[config.mk]
export PLATFORM = sky130hd
export DESIGN_NAME = group_test_status_gibbs_step_top
export DESIGN_NICKNAME = d
export VERILOG_FILES = /design/src/gtsg_pkg.sv /design/src/gtsg_mul.sv /design/src/group_test_status_gibbs_step_top.sv
export SDC_FILE = /design/constraint.sdc
export NUM_CORES = 2
export LEC_CHECK = 0
export BUFFER_PORTS_ARGS = -buffer_cell sky130_fd_sc_hd__buf_2
export CELL_PAD_IN_SITES_DETAIL_PLACEMENT = 1
export CELL_PAD_IN_SITES_GLOBAL_PLACEMENT = 1
export CORE_MARGIN = 5
export CORE_UTILIZATION = 53
export DETAILED_ROUTE_END_ITERATION = 10
export HOLD_SLACK_MARGIN = 0.03
export PLACE_DENSITY_LB_ADDON = 0.25
export REMOVE_ABC_BUFFERS = 1
export SLEW_MARGIN = 20
export SYNTH_ARGS = -nofsm -noshare
export SYNTH_HDL_FRONTEND = slang
export SYNTH_SLANG_ARGS = --single-unit
[constraint.sdc]
create_clock -name clk -period 17.4 [get_ports clk]
set_input_delay 2.61 -clock clk [delete_from_list [all_inputs] [get_ports clk]]
set_output_delay 2.61 -clock clk [all_outputs]
set_load 0.03 [all_outputs]
[src/gtsg_pkg.sv]
`timescale 1ns / 1ps
// ----------------------------------------------------------------------------
// gtsg_pkg
// Shared types and constants for the group-test status Gibbs step block:
// request and response payloads, configuration register indexes and the
// fixed-point format of the probabilities.
// ----------------------------------------------------------------------------
package gtsg_pkg;

    // Probabilities are unsigned Q0.16; a complement 1-x needs one more bit.
    localparam int PROB_BITS = 16;
    localparam int PW        = PROB_BITS + 1;
    localparam int PRODW     = 2 * PW;
    localparam logic [PW-1:0] ONE_Q = PW'(1) << PROB_BITS;

    // Field widths fixed by the interface.
    localparam int PERSON_BITS = 10;
    localparam int POOL_BITS   = 10;
    localparam int PSIZE_BITS  = 5;
    localparam int COUNT_BITS  = 11;
    localparam int CFG_IDX_BITS  = 3;
    localparam int CFG_DATA_BITS = 16;

    // Configuration register indexes.
    typedef enum logic [CFG_IDX_BITS-1:0] {
        CFG_POOL_SENSITIVITY  = 3'd0,
        CFG_INDIV_SENSITIVITY = 3'd1,
        CFG_POOL_SPECIFICITY  = 3'd2,
        CFG_INDIV_SPECIFICITY = 3'd3,
        CFG_POOL_SIZE         = 3'd4,
        CFG_INDIVIDUAL_COUNT  = 3'd5
    } cfg_index_t;

    // Request kinds.
    localparam logic FUNC_LOAD   = 1'b0;
    localparam logic FUNC_SAMPLE = 1'b1;

    typedef struct packed {
        logic                   func;
        logic [PERSON_BITS-1:0] person_index;
        logic [POOL_BITS-1:0]   pool_number;
        logic [PROB_BITS-1:0]   prior_prob;
        logic                   pool_positive;
        logic                   retest_positive;
        logic [PROB_BITS-1:0]   uniform_draw;
        logic                   load_status;
    } req_t;

    typedef struct packed {
        logic [PERSON_BITS-1:0] person_out;
        logic                   status_out;
        logic                   degenerate;
    } rsp_t;

    // Operand pair and mode for the shared multiplier.
    typedef struct packed {
        logic [PW-1:0] a;
        logic [PW-1:0] b;
        logic          q_mode;
    } mul_op_t;

    // 1 - x, exact, for a Q0.16 value.
    function automatic logic [PW-1:0] comp_q(input logic [PROB_BITS-1:0] x);
        comp_q = ONE_Q - {1'b0, x};
    endfunction

endpackage

[src/gtsg_mul.sv]
`timescale 1ns / 1ps
// ----------------------------------------------------------------------------
// gtsg_mul
// Shared registered multiplier. In Q mode it forms (a*b) >> 16 and passes
// the other operand through when one operand equals one; in raw mode it
// returns the full product.
// ----------------------------------------------------------------------------
module gtsg_mul
    import gtsg_pkg::*;
(
    input  logic             clk,
    input  mul_op_t          op,
    output logic [PRODW-1:0] prod
);

    logic [PRODW-1:0] full;
    logic [PRODW-1:0] prod_next;
    logic [PRODW-1:0] prod_reg;

    assign full = PRODW'(op.a) * PRODW'(op.b);

    // Select the Q-format result or the raw product.
    always_comb
    begin
        if (!op.q_mode) begin
            prod_next = full;
        end else if (op.a[PROB_BITS]) begin
            prod_next = PRODW'(op.b);
        end else if (op.b[PROB_BITS]) begin
            prod_next = PRODW'(op.a);
        end else begin
            prod_next = full >> PROB_BITS;
        end
    end

    always_ff @(posedge clk)
    begin
        prod_reg <= prod_next;
    end

    assign prod = prod_reg;

endmodule

[src/group_test_status_gibbs_step_top.sv]
`timescale 1ns / 1ps
// ----------------------------------------------------------------------------
// group_test_status_gibbs_step_top
// Gibbs step for the latent status bits of a two-stage pooled test: one
// status bit per individual held in a synchronous memory, loaded or resampled
// one request at a time.
// ----------------------------------------------------------------------------
// A load request writes its bit and answers. A sample request scans the
// members of the named pool after clipping to the individual count (at most
// MAX_POOL_SIZE): the status memory has one read port, so the pool is
// scanned one member per cycle, and then one shared multiplier runs the five
// products of the posterior compare in turn. One request is in work at a
// time; a finished response sits in an output register, so the next request
// is taken while the previous response waits. Status bits have no reset
// value; a bit must be loaded before it is sampled or ORed into a pool.
// Configuration writes are accepted in any cycle and must only be issued
// while the block is idle.
// ----------------------------------------------------------------------------
module group_test_status_gibbs_step_top
    import gtsg_pkg::*;
#(
    parameter int MAX_INDIVIDUALS = 1024,
    parameter int MAX_POOL_SIZE   = 16
)
(
    input  logic                     clk,
    input  logic                     rst_n,
    input  logic                     req_valid,
    output logic                     req_ready,
    input  req_t                     req_data,
    output logic                     rsp_valid,
    input  logic                     rsp_ready,
    output rsp_t                     rsp_data,
    input  logic                     cfg_valid,
    output logic                     cfg_ready,
    input  logic [CFG_IDX_BITS-1:0]  cfg_index,
    input  logic [CFG_DATA_BITS-1:0] cfg_data
);

    localparam int AW  = $clog2(MAX_INDIVIDUALS);
    localparam int PSW = $clog2(MAX_POOL_SIZE + 1);
    localparam int JW  = POOL_BITS + PSW + 1;
    localparam int STEPW = 3;

    typedef enum logic [4:0] {
        ST_IDLE   = 5'b00001,
        ST_SETUP  = 5'b00010,
        ST_SCAN   = 5'b00100,
        ST_MATH   = 5'b01000,
        ST_FINISH = 5'b10000
    } state_t;

    typedef enum logic [STEPW-1:0] {
        STEP_P1A  = 3'd0,
        STEP_P1B  = 3'd1,
        STEP_P0A  = 3'd2,
        STEP_P0B  = 3'd3,
        STEP_SUM  = 3'd4,
        STEP_DRAW = 3'd5,
        STEP_CMP  = 3'd6
    } step_t;

    // Configuration registers.
    logic [PROB_BITS-1:0]  pool_se_reg, indiv_se_reg, pool_sp_reg, indiv_sp_reg;
    logic [PSIZE_BITS-1:0] pool_size_reg;
    logic [COUNT_BITS-1:0] indiv_count_reg;

    // Control state.
    state_t            state_reg, state_next;
    step_t             step_reg, step_next;
    logic              pend_reg, pend_next;
    logic              z1_reg, z1_next;
    logic              rsp_valid_reg, rsp_valid_next;

    // Item and datapath registers.
    req_t              item_reg;
    logic [JW-1:0]     j_reg, j_next;
    logic [JW-1:0]     last_reg, last_next;
    logic [PW-1:0]     p1_reg, p1_next;
    logic [PW-1:0]     sum_reg, sum_next;
    logic              bit_reg, bit_next;
    logic              degen_reg, degen_next;
    rsp_t              rsp_reg;

    // Status memory.
    logic              mem [MAX_INDIVIDUALS];
    logic              rd_data_reg;
    logic              mem_we;
    logic              person_in_range;

    // Shared multiplier.
    mul_op_t           mul_op;
    logic [PRODW-1:0]  prod;

    // Pool bounds, worked out in the setup cycle.
    logic [PSW-1:0]    size_eff;
    logic [31:0]       count_eff;
    logic [31:0]       start_w;
    logic [31:0]       last_w;

    // Probability terms.
    logic [PW-1:0]     term_a, term_b, term_c, term_d;

    logic              req_fire;
    logic              rsp_slot_free;

    assign req_ready     = (state_reg == ST_IDLE);
    assign req_fire      = req_valid && req_ready;
    assign cfg_ready     = 1'b1;
    assign rsp_valid     = rsp_valid_reg;
    assign rsp_data      = rsp_reg;
    assign rsp_slot_free = !rsp_valid_reg || rsp_ready;

    // Configuration register writes.
    always_ff @(posedge clk or negedge rst_n)
    begin
        if (!rst_n) begin
            pool_se_reg     <= PROB_BITS'(62259);
            indiv_se_reg    <= PROB_BITS'(62259);
            pool_sp_reg     <= PROB_BITS'(62259);
            indiv_sp_reg    <= PROB_BITS'(62259);
            pool_size_reg   <= PSIZE_BITS'(4);
            indiv_count_reg <= COUNT_BITS'(1024);
        end else if (cfg_valid && cfg_ready) begin
            unique case (cfg_index)
                CFG_POOL_SENSITIVITY:  pool_se_reg     <= cfg_data;
                CFG_INDIV_SENSITIVITY: indiv_se_reg    <= cfg_data;
                CFG_POOL_SPECIFICITY:  pool_sp_reg     <= cfg_data;
                CFG_INDIV_SPECIFICITY: indiv_sp_reg    <= cfg_data;
                CFG_POOL_SIZE:         pool_size_reg   <= cfg_data[PSIZE_BITS-1:0];
                CFG_INDIVIDUAL_COUNT:  indiv_count_reg <= cfg_data[COUNT_BITS-1:0];
                default: ;
            endcase
        end
    end

    // Clamp pool size and individual count, then bound the pool.
    always_comb
    begin
        if (pool_size_reg == '0) begin
            size_eff = PSW'(1);
        end else if (32'(pool_size_reg) > MAX_POOL_SIZE) begin
            size_eff = PSW'(MAX_POOL_SIZE);
        end else begin
            size_eff = PSW'(pool_size_reg);
        end

        if (indiv_count_reg == '0) begin
            count_eff = 32'd1;
        end else if (32'(indiv_count_reg) > MAX_INDIVIDUALS) begin
            count_eff = 32'(MAX_INDIVIDUALS);
        end else begin
            count_eff = 32'(indiv_count_reg);
        end

        start_w = 32'(item_reg.pool_number) * 32'(size_eff);
        last_w  = start_w + 32'(size_eff) - 32'd1;
        if (last_w > count_eff - 32'd1) begin
            last_w = count_eff - 32'd1;
        end
    end

    // Sensitivity and specificity terms; a factor of one makes a product
    // pass its other operand through, which covers the negative-pool case.
    always_comb
    begin
        if (item_reg.pool_positive) begin
            term_a = {1'b0, pool_se_reg};
            term_b = item_reg.retest_positive ? {1'b0, indiv_se_reg}
                                              : comp_q(indiv_se_reg);
            term_c = z1_reg ? {1'b0, pool_se_reg} : comp_q(pool_sp_reg);
            term_d = item_reg.retest_positive ? comp_q(indiv_sp_reg)
                                              : {1'b0, indiv_sp_reg};
        end else begin
            term_a = comp_q(pool_se_reg);
            term_b = ONE_Q;
            term_c = z1_reg ? comp_q(pool_se_reg) : {1'b0, pool_sp_reg};
            term_d = ONE_Q;
        end
    end

    // Multiplier operand selection by step.
    always_comb
    begin
        mul_op.q_mode = 1'b1;
        mul_op.a      = {1'b0, item_reg.prior_prob};
        mul_op.b      = term_a;
        case (step_reg)
            STEP_P1B:
            begin
                mul_op.a = prod[PW-1:0];
                mul_op.b = term_b;
            end
            STEP_P0A:
            begin
                mul_op.a = comp_q(item_reg.prior_prob);
                mul_op.b = term_c;
            end
            STEP_P0B:
            begin
                mul_op.a = prod[PW-1:0];
                mul_op.b = term_d;
            end
            STEP_DRAW:
            begin
                mul_op.q_mode = 1'b0;
                mul_op.a      = {1'b0, item_reg.uniform_draw};
                mul_op.b      = sum_reg;
            end
            default: ;
        endcase
    end

    gtsg_mul u_mul (
        .clk  (clk),
        .op   (mul_op),
        .prod (prod)
    );

    assign person_in_range = (32'(item_reg.person_index) < MAX_INDIVIDUALS);
    assign mem_we          = (state_reg == ST_FINISH) && rsp_slot_free && person_in_range;

    // Status memory: one write port, one registered read port.
    always_ff @(posedge clk)
    begin
        if (mem_we) begin
            mem[AW'(item_reg.person_index)] <= bit_reg;
        end
        rd_data_reg <= mem[AW'(j_reg)];
    end

    // Sequencer.
    always_comb
    begin
        state_next     = state_reg;
        step_next      = step_reg;
        j_next         = j_reg;
        last_next      = last_reg;
        p1_next        = p1_reg;
        sum_next       = sum_reg;
        bit_next       = bit_reg;
        degen_next     = degen_reg;
        pend_next      = 1'b0;
        // Fold in the pool member read in the previous cycle.
        z1_next        = z1_reg | (pend_reg & rd_data_reg);
        rsp_valid_next = rsp_valid_reg && !rsp_ready;

        unique case (state_reg)
            ST_IDLE:
            begin
                if (req_fire) begin
                    if (req_data.func == FUNC_LOAD) begin
                        bit_next   = req_data.load_status;
                        degen_next = 1'b0;
                        state_next = ST_FINISH;
                    end else begin
                        state_next = ST_SETUP;
                    end
                end
            end
            ST_SETUP:
            begin
                j_next     = JW'(start_w);
                last_next  = JW'(last_w);
                z1_next    = 1'b0;
                state_next = (start_w > last_w) ? ST_MATH : ST_SCAN;
                step_next  = STEP_P1A;
            end
            ST_SCAN:
            begin
                if (j_reg <= last_reg) begin
                    pend_next = (32'(j_reg) != 32'(item_reg.person_index));
                    j_next    = j_reg + JW'(1);
                end else begin
                    state_next = ST_MATH;
                    step_next  = STEP_P1A;
                end
            end
            ST_MATH:
            begin
                step_next = step_t'(step_reg + STEPW'(1));
                case (step_reg)
                    STEP_P0A: p1_next  = prod[PW-1:0];
                    STEP_SUM: sum_next = p1_reg + prod[PW-1:0];
                    STEP_CMP:
                    begin
                        degen_next = (sum_reg == '0);
                        bit_next   = (sum_reg != '0) &&
                                     (prod < (PRODW'(p1_reg) << PROB_BITS));
                        state_next = ST_FINISH;
                        step_next  = STEP_P1A;
                    end
                    default: ;
                endcase
            end
            ST_FINISH:
            begin
                if (rsp_slot_free) begin
                    rsp_valid_next = 1'b1;
                    state_next     = ST_IDLE;
                end
            end
            default:
            begin
                state_next = ST_IDLE;
            end
        endcase
    end

    // Control registers.
    always_ff @(posedge clk or negedge rst_n)
    begin
        if (!rst_n) begin
            state_reg     <= ST_IDLE;
            step_reg      <= STEP_P1A;
            pend_reg      <= 1'b0;
            z1_reg        <= 1'b0;
            rsp_valid_reg <= 1'b0;
        end else begin
            state_reg     <= state_next;
            step_reg      <= step_next;
            pend_reg      <= pend_next;
            z1_reg        <= z1_next;
            rsp_valid_reg <= rsp_valid_next;
        end
    end

    // Payload registers.
    always_ff @(posedge clk)
    begin
        if (req_fire) begin
            item_reg <= req_data;
        end
        j_reg     <= j_next;
        last_reg  <= last_next;
        p1_reg    <= p1_next;
        sum_reg   <= sum_next;
        bit_reg   <= bit_next;
        degen_reg <= degen_next;
        if ((state_reg == ST_FINISH) && rsp_slot_free) begin
            rsp_reg.person_out <= item_reg.person_index;
            rsp_reg.status_out <= bit_reg && person_in_range;
            rsp_reg.degenerate <= degen_reg;
        end
    end

    // A degenerate sample always stores and returns a zero status.
    assert property (@(posedge clk) disable iff (!rst_n)
        rsp_valid && rsp_data.degenerate |-> !rsp_data.status_out)
    else $error("degenerate response carries a set status bit");

    // A pending member read only follows a scan cycle.
    assert property (@(posedge clk) disable iff (!rst_n)
        pend_reg |-> $past(state_reg == ST_SCAN))
    else $error("pool member read pending outside the scan");

    // An accepted request leaves the idle state on the next cycle.
    assert property (@(posedge clk) disable iff (!rst_n)
        req_valid && req_ready |=> state_reg != ST_IDLE)
    else $error("accepted request did not start");

    // The status memory is written only when a response is loaded.
    assert property (@(posedge clk) disable iff (!rst_n)
        mem_we |=> rsp_valid)
    else $error("status written without a response");

endmodule
After elaboration in Yosys (flattened, before gate mapping)
Memory sizes are Yosys's and may differ from the RTL's. A register that Yosys moved wholly into a read port is not among the register bits. Cells that the tools add are included.

Register bits: 259. RAM bits: 1024. Bits of input ports: 80. Logic and storage cells: 143. Memories kept: 1. Output and inout bits: 15.

Muxes and demuxes: 44. Add/sub/neg operators: 11. Magnitude comparators: 6. Reductions and logical operators: 27. Bitwise gates (word level): 2. $mul: 2. Eq/ne operators: 23.

Memories: mem (words 1024, width 1, read ports 1, clocked after memory_dff 1, write ports 1, RTL line group_test_status_gibbs_step_top.sv:86) `logic mem [MAX_INDIVIDUALS];`.

Operators with widths (count): $mux 17 (8); $pmux 34 s4 (1); $sub 17x16->17 const A (5); $mux 34 (2); $mux 5 (7); $lt 34x33->1 (1); $mul 17x17->34 (1); $gt 15x32->1 (1); $gt 32x32->1 (1); $mux 32 (1); $pmux 16 s2 (1); $sub 32x1->32 const B (1); $pmux 5 s5 (1); $mux 11 (2); $reduce_and 2->1 (10); $mux 18 (1); $add 17x17->17 (1); $logic_not 17->1 (1); $reduce_bool 17->1 (1); $sub 16x1->17 const B (1); $add 15x5->16 (1); $add 16x1->16 const B (1); $le 16x16->1 (1); $mux 16 (1); 31 further kinds (63).

Longest topological paths before layout
Depth after elaboration: 11. Mapped depth: 46. Depth with buffers taken out: 43.

Modules after synthesis
A second synthesis with hierarchy kept.

Cells, all modules: 5677. Area, all modules: 70734.1 um^2.

By module, submodules not included: group_test_status_gibbs_step_top (area each 59837.4 um^2, instances 1, cells an instance 4401, sequential area each 37124.4 um^2); gtsg_mul (area each 10896.7 um^2, instances 1, cells an instance 1276, sequential area each 680.7 um^2).

Worst setup path before layout
OpenSTA, ideal clock, no wires.

Path kind: reg2reg. Start point: register bit_reg. End point: memory mem[0] (data pin). Library setup time: 2.673 ns. Slack: 2.698 ns. Stages on the path, launching flop included: 1. Clock period less this slack: 14.702 ns. Data required time: 14.727 ns. Data arrival time: 12.029 ns. Buffers on the path: 0. Cell sequence: edfxtp_1.

RTL lines: start: declaration (RTL line group_test_status_gibbs_step_top.sv:81) `logic bit_reg, bit_next;`; start signal: assignment (RTL line group_test_status_gibbs_step_top.sv:338) `bit_reg <= bit_next;`; end: declaration (RTL line group_test_status_gibbs_step_top.sv:86).

No word-level cell before the write port.

Worst setup path in the final report
Start point: register pool_size_reg[4]. End point: register state_reg[2].

Longest elaborated chain between the ends: 11. Elaborated cells on any way between the ends: 12. Classes of those cells: 2 x add/sub; 1 x mul; 3 x order compare; 5 x mux; 1 x reduce/logical.

RTL lines: start: declaration (RTL line group_test_status_gibbs_step_top.sv:65) `logic [PSIZE_BITS-1:0] pool_size_reg;`; start signal: assignment (RTL line group_test_status_gibbs_step_top.sv:130) `CFG_POOL_SIZE: pool_size_reg <= cfg_data[PSIZE_BITS-1:0];`; $gt 5x5->1 (RTL line group_test_status_gibbs_step_top.sv:142) `end else if (32'(pool_size_reg) > MAX_POOL_SIZE) begin`; $mux 5 (RTL line group_test_status_gibbs_step_top.sv:142); $mux 5 (*) (RTL line group_test_status_gibbs_step_top.sv:140) `if (pool_size_reg == '0) begin`; $mul 10x5->15 (RTL line group_test_status_gibbs_step_top.sv:156) `start_w = 32'(item_reg.pool_number) * 32'(size_eff);`; $add 15x5->16 (*) (RTL line group_test_status_gibbs_step_top.sv:157) `last_w = start_w + 32'(size_eff) - 32'd1;`; $sub 16x1->17 (*) (RTL line group_test_status_gibbs_step_top.sv:157); $gt 32x32->1 (RTL line group_test_status_gibbs_step_top.sv:158) `if (last_w > count_eff - 32'd1) begin`; $mux 32 (*) (RTL line group_test_status_gibbs_step_top.sv:158); via last_w[5] (RTL line group_test_status_gibbs_step_top.sv:99) `logic [31:0] last_w;`; $gt 15x32->1 (*) (RTL line group_test_status_gibbs_step_top.sv:266) `state_next = (start_w > last_w) ? ST_MATH : ST_SCAN;`; $mux 4 (*) (RTL line group_test_status_gibbs_step_top.sv:266); $pmux 5 s5 (*) (RTL line group_test_status_gibbs_step_top.sv:248) `unique case (state_reg)`; end signal: assignment (RTL line group_test_status_gibbs_step_top.sv:320) `state_reg <= state_next;`; end: declaration (RTL line group_test_status_gibbs_step_top.sv:69) `state_t state_reg, state_next;`.

The timed path passes the listed nets; every way through them passes the cells marked *. A chain may end at the register's enable or synchronous reset.

==> flow_summary_export.csv <==
group,metric,value,unit
route,drtAntennaViolNets,0,
worst_hold_path,hold_path_depth,0,
place,place_hpwl,131000,um
setup_path,path_buf_inv,3,
sta,period_needed,11.13,ns
setup_path,required,18.09,ns
route,drc,0,
synth,synth_cell_types,89,
floorplanning,dieWidth,374,um
setup_path,critPathArrivalTime,11.82,ns
finish,area_delta_synth_final,9.73,%
flow_run,drv_cap,0,
sta,finalSetupTns,0,ns
setup_path,path_class,"reg -> reg",
route,routed_wl,211000,um
status,outcome,"complete, no violations",
synth,syn-cell-area,70100,sq um
finish,fin_nets,6106,
setup_path,critical_path_depth,38,
setup_path,max_stage_delay,0.67,ns
sta,skew,0.0344,ns
setup_path,critical_path.top_delay_family,"compound AO/OA/AOI/OAI gates",
setup_path,worstSetupStartpointType,"flop",
cts,clock_sinks,1284,
cts,clkTransAtPathRegs,0.06,ns
grt,grt_pass1_wl,317000,um
synth,synth_top_cell_area_share,49.6,%
floorplanning,fp-row-count,133,
finish,fillers,12852,
synth,synth_edf_count,1158,
cts,ctsHoldBuffers,0,
sta,fmax,89.9,MHz
sta,hold_viol,0,
sta,worstMarginPinSlew,1.19,ns
cts,cts_resized,0,
synth,synthArstFlopShare,7.09,%
setup_path,cp_max_fo,18,
synth,syn_inst,5555,
sta,min_period_over_period,64.0,%
finish,drive_above_1_share,16.9,%
floorplanning,initial_core_util,53.4,%
floorplanning,ios,95,
synth,synthTopCellsByArea,"edfxtp_1 50%, mux4_2 11%, fa_1 7.1%",
sta,slew_violations,0,
route,post_drt_wl_per_cell,28.5,um
cts,clkLatencyLatePin,0.79,ns
setup_path,r2r_slack,6.27,ns
sta,grt_setup_unrepaired,"no",
route,first_iter_violations,4671,
setup_path,endpoint,"state_reg[2]",
floorplanning,coreArea,131000,sq um
setup_path,timing.rr.start,"pool_size_reg[4]",
worst_hold_path,hold_class,"reg -> reg",
sta,setup_violations,0,
finish,final_cell_mix,"1198 x nor2_1, 1158 x edfxtp_1, 415 x inv_1",
grt,grt_usage,30.1,%
finish,final_common_cell,"nor2_1",
sta,relSlewSlack,20.2,%
floorplanning,die_area,140000,sq um
synth,ys.flop_type,"edfxtp_1",
cts,cts-root-buf,"clkbuf_16",
place,gp_congestion,0.875,
grt,grt_antenna_before_repair,9,
cts,numCtsBuffers,141,
place,numPortBuffers,93,
finish,multi_input_area,29700,sq um
setup_path,crit_slowest_cell,"nor2b_1",
setup_path,worst_setup_path_end_kind,"flop",
setup_path,ff2ff_path_depth,38,
cts,post_cts_buffers,0,
floorplanning,die-height,374,um
grt,grt.overflow.total,0,
synth,ys_ff_latch,1284,
synth,yosysWarnings,0,
cts,h-tree-depth,4,
grt,grt_pass1_vias,49453,
setup_path,cpMostUsedCell,"ha_1",
grt,grt_max_degree,156,
synth,syn_avg_cell_area,12.6,sq um
cts,cts_tree,"built",
route,via_per_inst,6.24,
finish,largest_register_ffs,1024,
route,dr_total_vias,46162,
finish,seq_area,37800,sq um
cts,clk_path_buf_depth,3,
synth,synth_area_leader_cell,"edfxtp_1",
synth,yosysSeqAreaShare,53.9,%
setup_path,r2r_end,"state_reg[2]",
setup_path,startpoint,"pool_size_reg[4]",
route,dr.pass1.iters,5,
==> final cells by class <==
cell class              count  share of cell area (%)
diodes                      1                 0.00325
clock buffers             176                    4.86
clock inverters            75                   0.894
inverters                 416                    2.03
multi-input cells        3488                    38.5
flip-flops and latches   1284                    49.1
well taps                1755                    2.85
repair buffers            201                    1.72
==> cell usage after synthesis, types with 13 or more instances <==
library cell  number
dfxtp_1           35
nor2b_1           48
a221o_1           15
edfxtp_1        1158
nand2b_1          22
a21o_1            52
o22a_1            14
buf_1             50
nor3_1            49
a21oi_1          128
dfrtp_1           48
ha_1             244
o31ai_1           21
o211ai_1          13
or3_1             23
xor2_1            36
o21a_1            21
o22ai_1           20
nor2_1          1200
o21ai_0           87
mux2_2            67
inv_1            415
buf_2             27
xnor2_1          101
nand3_1           28
clkbuf_1         297
nor3b_1           13
and2_1            81
mux4_2           342
nand2_1          374
a22o_1            14
fa_1             250
nor4_1            21
nand4_1           21
a31oi_1           13
dfstp_2           43
==> metal layers <==
layer	up-vias	global-route usage, %	share of wire (%)
met5	-	0	0.013
met4	4	10.7	3.9
met3	489	5.83	7.9
met2	2009	50.8	49
met1	24092	39.4	39
li1	19568	-	-
==> kinds of logic (layout without fill, tap and decap cells) <==
logic type      Yosys count  in the layout  share of synthesized area, %
compound gates          498            498                          4.79
xor+xnor                138            138                          1.75
fa+ha+maj               495            495                          11.5
buf+inv                 791            868                          4.29
flops                  1284           1284                          53.9
mux                     414            414                          12.1
other cells               1             10                       0.00535
simple gates           1934           1934                          11.6
==> how the worst min path moves through the flow <==
stage                  endpoint      start  slack, ns
CTS                 rsp_data[0]  degen_reg       0.45
global route        rsp_data[0]  degen_reg       0.46
floorplan           rsp_data[0]  degen_reg       0.40
global placement    rsp_data[0]  degen_reg       0.41
detailed placement  rsp_data[0]  degen_reg       0.42
finish              rsp_data[0]  degen_reg       0.45
==> metrics by stage <==
| step | worst slack [ns] | hold WS, ns | cells | utilization, % | cell area [sq um] |
|---|---|---|---|---|---|
| 6_report | 6.27 | 0.448 | 7396 | 58.5 | 77000 |
| 5_1_grt | 5.59 | 0.463 | 7395 | 58.5 | 77000 |
| 4_1_cts | 5.96 | 0.448 | 7394 | 58.5 | 76900 |
| 3_5_place_dp | 6.00 | 0.415 | 7143 | 55.1 | 72400 |
| 3_3_place_gp | 6.48 | 0.407 | 7143 | 55.1 | 72400 |
| 2_1_floorplan | 2.70 | 0.400 | 5188 | - | 68700 |
Power is left out: the tool's default activity adds up to more than one toggle a clock period on the data nets, which glitch-free logic cannot reach.
